`config.mk`:
```
export PLATFORM = sky130hd
export DESIGN_NAME = md2_hash
export DESIGN_NICKNAME = d
export VERILOG_FILES = /design/src/hw/rtl/md2_pkg.sv /design/src/hw/rtl/md2_cell.sv /design/src/hw/rtl/md2_chain.sv /design/src/hw/rtl/md2_hash.sv
export SDC_FILE = /design/constraint.sdc
export NUM_CORES = 2
export LEC_CHECK = 0
export BUFFER_PORTS_ARGS = -buffer_cell sky130_fd_sc_hd__buf_4
export CAP_MARGIN = 20
export CELL_PAD_IN_SITES_DETAIL_PLACEMENT = 1
export CELL_PAD_IN_SITES_GLOBAL_PLACEMENT = 1
export CORE_MARGIN = 2
export CORE_UTILIZATION = 30
export CTS_CLUSTER_SIZE = 20
export DETAILED_ROUTE_END_ITERATION = 12
export GPL_ROUTABILITY_DRIVEN = 1
export GPL_TIMING_DRIVEN = 0
export PLACE_DENSITY_LB_ADDON = 0.1
export RECOVER_POWER = 25
export SLEW_MARGIN = 30
export SYNTH_ARGS = -nofsm -noshare
export SYNTH_HDL_FRONTEND = slang
export SYNTH_SLANG_ARGS = --single-unit
```
`constraint.sdc`:
```
create_clock -name clk_i -period 5.63 [get_ports clk_i]
set_input_delay 0.8445 -clock clk_i [delete_from_list [all_inputs] [get_ports clk_i]]
set_output_delay 0.8445 -clock clk_i [all_outputs]
set_load 0.005 [all_outputs]
```
`src/hw/rtl/md2_pkg.sv`:
```
package md2_pkg;

  // block and work buffer geometry
  localparam int unsigned BlkBytes  = 16;
  localparam int unsigned WorkBytes = 48;
  localparam int unsigned NumPasses = 18;

  typedef logic [BlkBytes-1:0][7:0] md2_blk_t;

  // top level sequencer states
  typedef enum logic [2:0] {
    StIdle,
    StComp,
    StPad,
    StLoad,
    StDone
  } md2_state_e;

  // where to go once a compression finishes
  typedef enum logic [1:0] {
    NxIdle,
    NxPad,
    NxSum,
    NxOut
  } md2_next_e;

  // control from the sequencer to the cell chain
  typedef struct packed {
    logic       start;
    logic       lane_en;
    logic [3:0] lane_pos;
    logic [7:0] lane_byte;
    logic       sum_load;
    logic       clear;
  } md2_chain_ctrl_t;

  // pi-derived substitution table
  localparam logic [7:0] Sbox [256] = '{
    8'd41, 8'd46, 8'd67, 8'd201, 8'd162, 8'd216, 8'd124, 8'd1,
    8'd61, 8'd54, 8'd84, 8'd161, 8'd236, 8'd240, 8'd6, 8'd19,
    8'd98, 8'd167, 8'd5, 8'd243, 8'd192, 8'd199, 8'd115, 8'd140,
    8'd152, 8'd147, 8'd43, 8'd217, 8'd188, 8'd76, 8'd130, 8'd202,
    8'd30, 8'd155, 8'd87, 8'd60, 8'd253, 8'd212, 8'd224, 8'd22,
    8'd103, 8'd66, 8'd111, 8'd24, 8'd138, 8'd23, 8'd229, 8'd18,
    8'd190, 8'd78, 8'd196, 8'd214, 8'd218, 8'd158, 8'd222, 8'd73,
    8'd160, 8'd251, 8'd245, 8'd142, 8'd187, 8'd47, 8'd238, 8'd122,
    8'd169, 8'd104, 8'd121, 8'd145, 8'd21, 8'd178, 8'd7, 8'd63,
    8'd148, 8'd194, 8'd16, 8'd137, 8'd11, 8'd34, 8'd95, 8'd33,
    8'd128, 8'd127, 8'd93, 8'd154, 8'd90, 8'd144, 8'd50, 8'd39,
    8'd53, 8'd62, 8'd204, 8'd231, 8'd191, 8'd247, 8'd151, 8'd3,
    8'd255, 8'd25, 8'd48, 8'd179, 8'd72, 8'd165, 8'd181, 8'd209,
    8'd215, 8'd94, 8'd146, 8'd42, 8'd172, 8'd86, 8'd170, 8'd198,
    8'd79, 8'd184, 8'd56, 8'd210, 8'd150, 8'd164, 8'd125, 8'd182,
    8'd118, 8'd252, 8'd107, 8'd226, 8'd156, 8'd116, 8'd4, 8'd241,
    8'd69, 8'd157, 8'd112, 8'd89, 8'd100, 8'd113, 8'd135, 8'd32,
    8'd134, 8'd91, 8'd207, 8'd101, 8'd230, 8'd45, 8'd168, 8'd2,
    8'd27, 8'd96, 8'd37, 8'd173, 8'd174, 8'd176, 8'd185, 8'd246,
    8'd28, 8'd70, 8'd97, 8'd105, 8'd52, 8'd64, 8'd126, 8'd15,
    8'd85, 8'd71, 8'd163, 8'd35, 8'd221, 8'd81, 8'd175, 8'd58,
    8'd195, 8'd92, 8'd249, 8'd206, 8'd186, 8'd197, 8'd234, 8'd38,
    8'd44, 8'd83, 8'd13, 8'd110, 8'd133, 8'd40, 8'd132, 8'd9,
    8'd211, 8'd223, 8'd205, 8'd244, 8'd65, 8'd129, 8'd77, 8'd82,
    8'd106, 8'd220, 8'd55, 8'd200, 8'd108, 8'd193, 8'd171, 8'd250,
    8'd36, 8'd225, 8'd123, 8'd8, 8'd12, 8'd189, 8'd177, 8'd74,
    8'd120, 8'd136, 8'd149, 8'd139, 8'd227, 8'd99, 8'd232, 8'd109,
    8'd233, 8'd203, 8'd213, 8'd254, 8'd59, 8'd0, 8'd29, 8'd57,
    8'd242, 8'd239, 8'd183, 8'd14, 8'd102, 8'd88, 8'd208, 8'd228,
    8'd166, 8'd119, 8'd114, 8'd248, 8'd235, 8'd117, 8'd75, 8'd10,
    8'd49, 8'd68, 8'd80, 8'd180, 8'd143, 8'd237, 8'd31, 8'd26,
    8'd219, 8'd153, 8'd141, 8'd51, 8'd159, 8'd17, 8'd131, 8'd20
  };

  function automatic logic [7:0] md2_sbox(input logic [7:0] x);
    return Sbox[x];
  endfunction

endpackage

```
`src/hw/rtl/md2_cell.sv`:
```
module md2_cell (
  input  logic       clk_i,
  input  logic       rst_ni,
  input  logic       shift_i,
  input  logic [7:0] shift_data_i,
  input  logic       load_i,
  input  logic [7:0] load_data_i,
  input  logic       clear_i,
  output logic [7:0] q_o
);

  logic [7:0] q_q, q_d;

  // clear wins, then a parallel load, then the shift from the neighbor
  always_comb begin
    priority if (clear_i) begin
      q_d = '0;
    end else if (load_i) begin
      q_d = load_data_i;
    end else if (shift_i) begin
      q_d = shift_data_i;
    end else begin
      q_d = q_q;
    end
  end

  always_ff @(posedge clk_i or negedge rst_ni) begin
    if (!rst_ni) begin
      q_q <= '0;
    end else begin
      q_q <= q_d;
    end
  end

  assign q_o = q_q;

endmodule

```
`src/hw/rtl/md2_chain.sv`:
```
module md2_chain (
  input  logic                     clk_i,
  input  logic                     rst_ni,
  input  md2_pkg::md2_chain_ctrl_t ctrl_i,
  input  md2_pkg::md2_blk_t        sum_i,
  output md2_pkg::md2_blk_t        hash_o,
  output logic                     done_o
);

  import md2_pkg::*;

  localparam int unsigned KW = $clog2(WorkBytes);
  localparam int unsigned PW = $clog2(NumPasses);

  logic [7:0]    cell_q    [WorkBytes];
  logic [7:0]    shift_in  [WorkBytes];
  logic          cell_load [WorkBytes];
  logic [7:0]    load_data [WorkBytes];
  logic          cell_clr  [WorkBytes];
  logic [7:0]    lane      [BlkBytes];

  logic          busy_q, busy_d;
  logic [KW-1:0] k_q, k_d;
  logic [PW-1:0] pass_q, pass_d;
  logic [7:0]    t_q, t_d;
  logic [7:0]    mix;
  logic          last_step;

  // head of the ring: chain the byte leaving cell 0 through the sbox
  assign mix       = cell_q[0] ^ md2_sbox(t_q);
  assign last_step = (k_q == KW'(WorkBytes - 1)) && (pass_q == PW'(NumPasses - 1));
  assign done_o    = busy_q && last_step;

  // pass and position counters
  always_comb begin
    busy_d = busy_q;
    k_d    = k_q;
    pass_d = pass_q;
    t_d    = t_q;
    if (ctrl_i.start) begin
      busy_d = 1'b1;
      k_d    = '0;
      pass_d = '0;
      t_d    = '0;
    end else if (busy_q) begin
      if (k_q == KW'(WorkBytes - 1)) begin
        k_d    = '0;
        pass_d = pass_q + 1'b1;
        t_d    = mix + 8'(pass_q);
        if (last_step) begin
          busy_d = 1'b0;
        end
      end else begin
        k_d = k_q + 1'b1;
        t_d = mix;
      end
    end
  end

  always_ff @(posedge clk_i or negedge rst_ni) begin
    if (!rst_ni) begin
      busy_q <= 1'b0;
      k_q    <= '0;
      pass_q <= '0;
      t_q    <= '0;
    end else begin
      busy_q <= busy_d;
      k_q    <= k_d;
      pass_q <= pass_d;
      t_q    <= t_d;
    end
  end

  // per-cell load, clear and shift wiring
  always_comb begin
    for (int i = 0; i < WorkBytes; i++) begin
      cell_load[i] = 1'b0;
      load_data[i] = '0;
      cell_clr[i]  = 1'b0;
      shift_in[i]  = (i == WorkBytes - 1) ? mix : cell_q[(i + 1) % WorkBytes];
    end
    for (int k = 0; k < BlkBytes; k++) begin
      lane[k] = ctrl_i.sum_load ? sum_i[k] : ctrl_i.lane_byte;
      cell_clr[k] = ctrl_i.clear;
      cell_load[BlkBytes + k]     = ctrl_i.sum_load ||
                                    (ctrl_i.lane_en && (ctrl_i.lane_pos == 4'(k)));
      cell_load[2 * BlkBytes + k] = cell_load[BlkBytes + k];
      load_data[BlkBytes + k]     = lane[k];
      load_data[2 * BlkBytes + k] = lane[k] ^ cell_q[k];
    end
  end

  // the ring of work buffer cells
  for (genvar i = 0; i < WorkBytes; i++) begin : g_cell
    md2_cell u_cell (
      .clk_i       (clk_i),
      .rst_ni      (rst_ni),
      .shift_i     (busy_q),
      .shift_data_i(shift_in[i]),
      .load_i      (cell_load[i]),
      .load_data_i (load_data[i]),
      .clear_i     (cell_clr[i]),
      .q_o         (cell_q[i])
    );
  end

  // cells 0 to 15 hold the hash state between blocks
  always_comb begin
    for (int k = 0; k < BlkBytes; k++) begin
      hash_o[k] = cell_q[k];
    end
  end

endmodule

```
`src/hw/rtl/md2_hash.sv`:
```
// md2 message digest, one message byte per input transaction
//
// input channel (in_valid_i / in_ready_o): data_byte_i, byte_valid_i, last_i.
// a transaction with byte_valid_i low carries no byte; with last_i high it
// ends the message, so a lone empty final transaction hashes the empty message.
// output channel (out_valid_o / out_ready_i): the 16-byte digest as two
// 64-bit halves, one transaction per message.
//
// a byte that does not fill a block, in a transaction without last_i, leaves
// in_ready_o high for the next transaction. a byte that fills a block starts
// a compression (18 passes around a ring of 48 byte cells, one sbox lookup
// per cycle) and the next transaction is taken only once it finishes. the end
// of a message adds 1 to 16 padding bytes, one compression, a load of the
// checksum block, a second compression of the checksum and a move of the
// digest into the output register, with one more compression first when the
// final transaction fills a block.
//
// reset clears hash state, checksum and block position. a digest waiting on
// a stalled receiver holds in the output register; the next message is taken
// meanwhile and only its finish waits for the register to free up.
module md2_hash (
  input  logic        clk_i,
  input  logic        rst_ni,
  input  logic        in_valid_i,
  output logic        in_ready_o,
  input  logic [7:0]  data_byte_i,
  input  logic        byte_valid_i,
  input  logic        last_i,
  output logic        out_valid_o,
  input  logic        out_ready_i,
  output logic [63:0] digest_high_o,
  output logic [63:0] digest_low_o
);

  import md2_pkg::*;

  md2_state_e      state_q, state_d;
  md2_next_e       next_q, next_d;
  logic [4:0]      pad_q, pad_d;
  logic [3:0]      pos_q, pos_d;
  logic [7:0]      carry_q, carry_d;
  md2_blk_t        sum_q, sum_d;
  logic            out_valid_q, out_valid_d;
  logic [63:0]     high_q, high_d, low_q, low_d;

  md2_chain_ctrl_t ctrl;
  md2_blk_t        hash;
  logic            comp_done;
  logic            in_fire;
  logic            absorb;
  logic [7:0]      absorb_byte;
  logic [7:0]      cks;
  logic [3:0]      pos_after;

  assign in_ready_o = (state_q == StIdle);
  assign in_fire    = in_valid_i && in_ready_o;

  // checksum byte for the byte being absorbed
  assign absorb_byte = (state_q == StPad) ? {3'b000, pad_q} : data_byte_i;
  assign absorb      = (in_fire && byte_valid_i) || (state_q == StPad);
  assign cks         = md2_sbox(absorb_byte ^ carry_q) ^ sum_q[pos_q];
  assign pos_after   = byte_valid_i ? pos_q + 1'b1 : pos_q;

  // sequencer
  always_comb begin
    state_d         = state_q;
    next_d          = next_q;
    pad_d           = pad_q;
    pos_d           = pos_q;
    carry_d         = carry_q;
    sum_d           = sum_q;
    out_valid_d     = out_valid_q && !out_ready_i;
    high_d          = high_q;
    low_d           = low_q;
    ctrl            = '0;
    ctrl.lane_pos   = pos_q;
    ctrl.lane_byte  = absorb_byte;

    if (absorb) begin
      sum_d[pos_q]  = cks;
      carry_d       = cks;
      pos_d         = pos_q + 1'b1;
      ctrl.lane_en  = 1'b1;
    end

    unique case (state_q)
      StIdle: begin
        if (in_fire) begin
          if (byte_valid_i && (pos_q == 4'd15)) begin
            ctrl.start = 1'b1;
            next_d     = last_i ? NxPad : NxIdle;
            state_d    = StComp;
          end else if (last_i) begin
            pad_d   = 5'd16 - {1'b0, pos_after};
            state_d = StPad;
          end
        end
      end
      StPad: begin
        if (pos_q == 4'd15) begin
          ctrl.start = 1'b1;
          next_d     = NxSum;
          state_d    = StComp;
        end
      end
      StComp: begin
        if (comp_done) begin
          unique case (next_q)
            NxIdle: state_d = StIdle;
            NxPad: begin
              pad_d   = 5'd16;
              state_d = StPad;
            end
            NxSum:  state_d = StLoad;
            NxOut:  state_d = StDone;
            default: state_d = StIdle;
          endcase
        end
      end
      StLoad: begin
        // checksum block into the work buffer, then compress it
        ctrl.sum_load = 1'b1;
        ctrl.start    = 1'b1;
        next_d        = NxOut;
        state_d       = StComp;
      end
      StDone: begin
        if (!out_valid_q || out_ready_i) begin
          for (int i = 0; i < 8; i++) begin
            high_d[63 - 8 * i -: 8] = hash[i];
            low_d[63 - 8 * i -: 8]  = hash[8 + i];
          end
          out_valid_d = 1'b1;
          ctrl.clear  = 1'b1;
          sum_d       = '0;
          carry_d     = '0;
          pos_d       = '0;
          state_d     = StIdle;
        end
      end
      default: state_d = StIdle;
    endcase
  end

  always_ff @(posedge clk_i or negedge rst_ni) begin
    if (!rst_ni) begin
      state_q     <= StIdle;
      next_q      <= NxIdle;
      pad_q       <= '0;
      pos_q       <= '0;
      carry_q     <= '0;
      sum_q       <= '0;
      out_valid_q <= 1'b0;
    end else begin
      state_q     <= state_d;
      next_q      <= next_d;
      pad_q       <= pad_d;
      pos_q       <= pos_d;
      carry_q     <= carry_d;
      sum_q       <= sum_d;
      out_valid_q <= out_valid_d;
    end
  end

  // digest output register
  always_ff @(posedge clk_i) begin
    high_q <= high_d;
    low_q  <= low_d;
  end

  md2_chain u_chain (
    .clk_i (clk_i),
    .rst_ni(rst_ni),
    .ctrl_i(ctrl),
    .sum_i (sum_q),
    .hash_o(hash),
    .done_o(comp_done)
  );

  assign out_valid_o   = out_valid_q;
  assign digest_high_o = high_q;
  assign digest_low_o  = low_q;

endmodule

```
Yosys cells after proc, flatten, opt, wreduce, memory -nomap -nowiden

Memories as Yosys holds them, arrays and structs flattened.
Cells that the tools add are included.

$add $sub $neg: 5
Multipliers: 0
Divide/modulo/power cells: 0
Order comparisons: 4
Equality and inequality tests: 33
Shifts and indexed selects: 0
Muxes and demuxes: 174
Bitwise logic cells: 21
Reduce and logical (&&, ||, !) cells: 72

Operators by type and width:

| operator                                               | count |
|---|---|
| 2-to-1 mux 8 bit                                       | 125 |
| 2-to-1 mux 128 bit                                     | 3 |
| bitwise XOR 8 bit                                      | 19 |
| bitwise mux 128 bit                                    | 1 |
| 2-to-1 mux 5 bit                                       | 8 |
| nonzero test 2 bit                                     | 20 |
| binary-select mux 8 bit (select 4 bit)                 | 1 |
| demux 8 bit (select 4 bit)                             | 1 |
| == test 4 bit (second input constant)                  | 8 |
| logical AND 1 bit                                      | 23 |
| >= comparator 9 bit (second input constant)            | 2 |
| logical OR 1 bit                                       | 18 |
| 2-to-1 mux 3 bit                                       | 6 |
| 2-to-1 mux 6 bit                                       | 3 |
| NOT 8 -> 9 bit                                         | 2 |
| == test 4 x 3 -> 1 bit (second input constant)         | 4 |
| 2-to-1 mux 4 bit                                       | 4 |
| case mux 3 bit (5 select lines)                        | 1 |
| 2-to-1 mux 1 bit                                       | 14 |
| case mux 3 bit (4 select lines)                        | 1 |
| case mux 5 bit (2 select lines)                        | 1 |
| adder 8 x 5 -> 8 bit                                   | 1 |
| == test 4 x 2 -> 1 bit (second input constant)         | 2 |
| inequality test 2 x 1 -> 1 bit (second input constant) | 4 |
| 28 further kinds                                       | 37 |

Flip-flop bits (word level): 683
Latch bits: 0
RAM bits: 0
Bits in read-only memories: 4,096
Input bits: 14
Output and inout port bits: 130
Word-level logic and storage cells: 387
Memories kept: 2

Memory list:

| name             | words | width | read ports | clocked after memory_dff | write ports | RTL line      | text |
|---|---|---|---|---|---|---|---|
| (name not given) | 256   | 8     | 1          | 0                        | 0           | md2_pkg.sv:74 | `return Sbox[x];` |
| (name not given) | 256   | 8     | 1          | 0                        | 0           | md2_pkg.sv:74 |  |

Logic depth before layout (Yosys ltp)

Depth in word-level cells: 12
Gate-level depth with buffers: 23
Gate-level depth less buffers: 20

Modules after synthesis

From an unflattened synthesis, not the netlist that was laid out.

Cell total of the unflattened synthesis: 4,313
Area total of the unflattened synthesis: 42,056.6 µm²

Modules (own cells, without submodules):

| module    | instances | cells an instance | area an instance (µm²) | sequential area each (µm²) |
|---|---|---|---|---|
| md2_cell  | 48        | 35                | 409.1                  | 200.2 |
| md2_hash  | 1         | 1,498             | 15,293.4               | 7,622.3 |
| md2_chain | 1         | 1,135             | 7,124.3                | 500.5 |

Worst setup path before layout

Ideal clock, no wire load.

Path kind: input to register
Start: input port out_ready_i
End: register high_q[0] (netlist: digest_high_o[0]), enable pin
Setup time: 542 ps
Data arrival time: 5,167 ps
Required time: 5,088 ps
Slack: -80 ps
Stages: 5
Path buffers: 2
Path through: nand2b_1 > nand3_1 > inv_1 > clkbuf_1 > clkbuf_1

Word-level cells in the longest chain between the ends: 2

RTL lines:

| item                          | RTL line        | text |
|---|---|---|
| from (decl)                   | md2_hash.sv:30  | `input logic out_ready_i,` |
| logical OR 1 bit              | md2_hash.sv:128 | `if (!out_valid_q \|\| out_ready_i) begin` |
| AND reduction 2 bit (no line) | n/a             |  |
| to (signal assigned)          | md2_hash.sv:167 | `high_q <= high_d;` |
| to (decl)                     | md2_hash.sv:44  | `logic [63:0] high_q, high_d, low_q, low_d;` |

No other way between the ends.
A chain may end at the register's enable or synchronous reset.

Worst setup path after layout

Start: register u_chain.t_q[4]
End: register u_chain.t_q[7]

Word-level cells in the longest chain between the ends: 9

RTL lines:

| item                                                  | RTL line        | text |
|---|---|---|
| from (decl)                                           | md2_chain.sv:25 | `logic [7:0] t_q, t_d;` |
| from (signal assigned)                                | md2_chain.sv:70 | `t_q <= t_d;` |
| NOT 8 -> 9 bit (implied by the code) *                | md2_pkg.sv:74   |  |
| memory (256 x 8 bit) *                                | n/a             |  |
| 2-to-1 mux 8 bit (implied by the code) * (2 in a row) | md2_pkg.sv:74   |  |
| bitwise XOR 8 bit *                                   | md2_chain.sv:30 | `assign mix = cell_q[0] ^ md2_sbox(t_q);` |
| adder 8 x 5 -> 8 bit                                  | md2_chain.sv:49 | `t_d = mix + 8'(pass_q);` |
| 2-to-1 mux 8 bit *                                    | md2_chain.sv:46 | `if (k_q == KW'(WorkBytes - 1)) begin` |
| 2-to-1 mux 8 bit *                                    | md2_chain.sv:45 | `end else if (busy_q) begin` |
| 2-to-1 mux 8 bit *                                    | md2_chain.sv:40 | `if (ctrl_i.start) begin` |

Mark *: on every way between the ends. The rest lies on a longest branch, timed or not. The select of a mux whose other input is x is not followed.

==> results.rst <==
.. list-table::
   :header-rows: 1

   * - Metric
     - Value
   * - Iteration-0 DRC count of the detailed router
     - 3464
   * - Placed wire-length estimate after detailed placement
     - 147000 um
   * - Mean routed wirelength per cell
     - 33.2 um
   * - Data required time at the worst endpoint
     - 6130 ps
   * - Number of warnings reported in the yosys synthesis log
     - 0
   * - Initial core utilization
     - 0.302
   * - Clock latency on the worst-skew pair
     - 660 ps
   * - GR met2 Demand/Resource
     - 0.469
   * - Status
     - complete, but fails checks
   * - Via count of the first global-routing pass
     - 34676
   * - I/O pin count
     - 144
   * - Worst path bufs/invs
     - 4
   * - Cell area after technology mapping
     - 38400 sq um
   * - Mapped Nets
     - 4019
   * - Flip-flop and latch area
     - 17700 sq um
   * - Number of cells produced by synthesis
     - 3954
   * - Count of final setup violators
     - 0
   * - Routed Antenna Nets
     - 0
   * - Final global-route overflow total
     - 0
   * - Share of synthesized area occupied by flip-flops and latches
     - 0.462
   * - Arrival time at the worst endpoint
     - 6030 ps
   * - Clock Sink Count
     - 683
   * - CTS tree
     - yes
   * - Final Max Tran Viols
     - 131
   * - Net count reported at finish
     - 4256
   * - Smallest setup slack after layout
     - 94.9 ps
   * - Violations in the final reports
     - max-capacitance violations, max-slew violations
   * - EDFF count, synth
     - 128
   * - Chain of cells forming the critical path
     - clkbuf_1 > clkbuf_1 > clkbuf_1 > o21ai_0 > a21oi_1 > a21oi_1 > mux2_2 > xnor2_2 > inv_1 > ha_1 > a21oi_1 > nor2b_1 > o21a_1 > o21ai_1 > or3_1 > xnor2_1 > a21oi_1
   * - Reg2reg path depth
     - 17
   * - Wire length after detailed routing
     - 197000 um
   * - Synth unique cells
     - 90
   * - Die Footprint
     - 131000 sq um
   * - WHS
     - 477 ps
   * - Core outline area
     - 127000 sq um
   * - Worst setup slack after placement
     - -1680 ps
   * - Length of the first detailed-routing pass in iterations
     - 6
   * - Number of antenna violations at the first check in global routing
     - 4
   * - Delay contributed by the slowest stage of the critical path
     - 760 ps
   * - Top delay family on crit path
     - buffers and inverters
   * - Critical setup path kind
     - register to register
   * - Leading cell types in the layout, fill and taps excluded
     - sky130_fd_sc_hd__dfrtp_1 (554), sky130_fd_sc_hd__o21ai_0 (457), sky130_fd_sc_hd__nor2_1 (386), sky130_fd_sc_hd__a21oi_1 (348), sky130_fd_sc_hd__mux2i_1 (310)
   * - Vias per inst
     - 5.83
   * - Worst-case vdd ir drop
     - 0.201 mV
   * - Share of synthesized registers carrying an async set or reset
     - 0.813
   * - Capturing point of the worst reg2reg path
     - u_chain.t_q[7]
   * - Weighted congestion at the end of routability-driven global placement
     - 0.979
   * - CTS Hold Buffers Added
     - 0
   * - Critical path's most frequent cell
     - sky130_fd_sc_hd__a21oi_1
   * - H-tree depth reported by CTS
     - 3
   * - Fill cell count
     - 14380
   * - Number of buffers added on ports
     - 142
   * - Period utilization
     - 0.983
   * - Global Route met3 Usage
     - 0.0361
   * - Clock transition at the registers of the reported paths
     - 60 ps
   * - Skew final
     - 31.2 ps
   * - Path category of the worst min-delay check
     - input port to async pin
   * - Number of buffers on the longest clock path
     - 3
   * - R2r startpoint
     - u_chain.t_q[4]
   * - Number of buffers created by CTS
     - 79
   * - Crit Path Max Fanout
     - 10
   * - Pleak
     - 19.8 nW
   * - Area of the multi-input gates
     - 19400 sq um
   * - End-of-flow core utilization
     - 0.353
   * - Global Route Usage Sum
     - 0.295
   * - Total DRC errors in the routed layout
     - 0
   * - Worst R2R Setup Slack
     - 90 ps
   * - Largest net degree at the start of global routing
     - 78
   * - Count of endpoints failing hold in the final timing report
     - 0
   * - Final worst path period need
     - 5540 ps
   * - Die Y
     - 362 um
   * - Grt peak-use layer
     - met2
   * - Power per cell area
     - 254 nW/um^2
   * - Ys flop type
     - sky130_fd_sc_hd__dfrtp_1
   * - Worst Tran Pin Value
     - 3660 ps
   * - Critical path startpoint category
     - register
   * - Area added between synthesis and finish
     - 16.9%
   * - CP max-delay cell
     - sky130_fd_sc_hd__clkbuf_1
   * - Mapped Avg Cell Area
     - 9.71 sq um
   * - CP endpoint kind
     - register
   * - Fraction of final layout cells with drive strength greater than 1
     - 0.150
   * - Max-cap viol count
     - 2
   * - Die width
     - 362 um
   * - Maximum clock frequency
     - 0.181 GHz
   * - Met1 demand-to-capacity share in global routing
     - 0.406
   * - First-pass GRT wire length
     - 278000 um
   * - Worst-case headroom to the max-slew limit
     - -1.44
   * - Root buf cell
     - sky130_fd_sc_hd__clkbuf_16
   * - Register bit total from synthesis
     - 683
   * - Total vias in the final route
     - 34536
   * - Row Count
     - 131
   * - Most common cell after layout, fill and taps aside
     - sky130_fd_sc_hd__dfrtp_1
-- Yosys cell counts, drive strengths merged (21+ instances only) --
master  number  area share
dfrtp      555        0.36
o21ai      468       0.061
nor2       393       0.039
a21oi      360       0.048
mux2i      311       0.081
nand2      300       0.030
clkbuf     254       0.025
nand3      139       0.018
edfxtp     128        0.10
xnor2      122       0.028
buf         93       0.014
mux2        87       0.026
nor3        60      0.0078
mux4        57       0.033
a31oi       54      0.0088
ha          50       0.016
a211oi      49      0.0096
nor2b       42      0.0068
o211ai      40      0.0078
inv         30      0.0029
nand2b      28      0.0046
xor2        27      0.0065
o31ai       24      0.0047
o311ai      22      0.0050
o22ai       21      0.0034
-- worst max path at each step --
| stage | start | endpoint | slack (ps) | cells past startpoint |
|---|---|---|---|---|
| finish | u_chain.t_q[4] | u_chain.t_q[7] | 90 | 17 |
| detailed placement | u_chain.t_q[0] | u_chain.t_q[2] | -1680 | 15 |
| global route | state_q[0] | sum_q[115] | -10 | 16 |
| global placement | rst_ni | u_chain.t_q[1] | -3280 | 1 |
| floorplan | u_chain.t_q[0] | u_chain.t_q[6] | 910 | 20 |
| CTS | u_chain.t_q[0] | u_chain.t_q[7] | 8 | 21 |
-- worst register-to-register path: cells and delay by family, from the launching register on --
family,cells,cell delay (ps)
multiplexers,1,330
adder cells (fa/ha/maj),1,330
flip-flops,1,420
AND/OR/NAND/NOR,2,560
buffers and inverters,4,2060
XOR/XNOR,2,500
AO/OA/AOI/OAI,7,1220
-- where the power goes --
part           internal, W  switching [W]
clock network      0.00293        0.00224
logic             0.000301       0.000931
registers          0.00502     0.00000313
-- final cells by class --
type	count	area share
Clock inverter	40	0.00585
Buffer	341	0.0352
Multi-Input combinational cell	2890	0.433
Clock buffer	107	0.0505
Sequential cell	683	0.395
Tap cell	1662	0.0463
Inverter	34	0.00312
Antenna cell	1	0.0000557
Timing Repair Buffer	162	0.0315
-- repair_timing --
item	CTS	global route
setup buffers	6	0
gates resized for setup	62	49
setup endpoints to repair	147	72
pin swaps	3	1
-- routing by layer --
layer | share of wire | up-vias
met5 | 0.000066 | -
met4 | 0.048 | 2
met3 | 0.053 | 337
met2 | 0.46 | 1364
met1 | 0.44 | 17920
li1 | - | 14913
-- metrics by stage --
step	setup TNS (ps)	area (sq um)	total power, W	instances
4_1_cts	0	44800	0.0115	5922
2_1_floorplan	0	38400	0.00565	3954
3_3_place_gp	-2014330	41600	0.00626	5758
6_report	0	44900	0.0114	5920
3_5_place_dp	-140000	42000	0.00627	5772
5_1_grt	-19.3	44900	0.0118	5919
-- sequential cells by signal, summed over array words and instances, names as in the netlist --
| register | flops |
|---|---|
| sum_q | 128 |
| u_chain.busy_q | 1 |
| u_chain.k_q | 6 |
| u_chain.pass_q | 5 |
| next_q | 2 |
| u_chain.t_q | 8 |
| pad_q | 5 |
| out_valid_o | 1 |
| pos_q | 4 |
| state_q | 3 |
| u_chain.g_cell.u_cell.q_o | 384 |
| carry_q | 8 |
| digest_high_o | 64 |
| digest_low_o | 64 |
-- logic make-up after synthesis --
family	Yosys count	synth area share
and+or+nand+nor	1036	0.119
adders and majority gates	51	0.0168
buffers and inverters	381	0.0419
DFF	683	0.462
xor gates and xnor gates	149	0.0346
muxes	455	0.140
AOI/OAI and AO/OA	1199	0.186
Power figures use the tool's default switching activity.
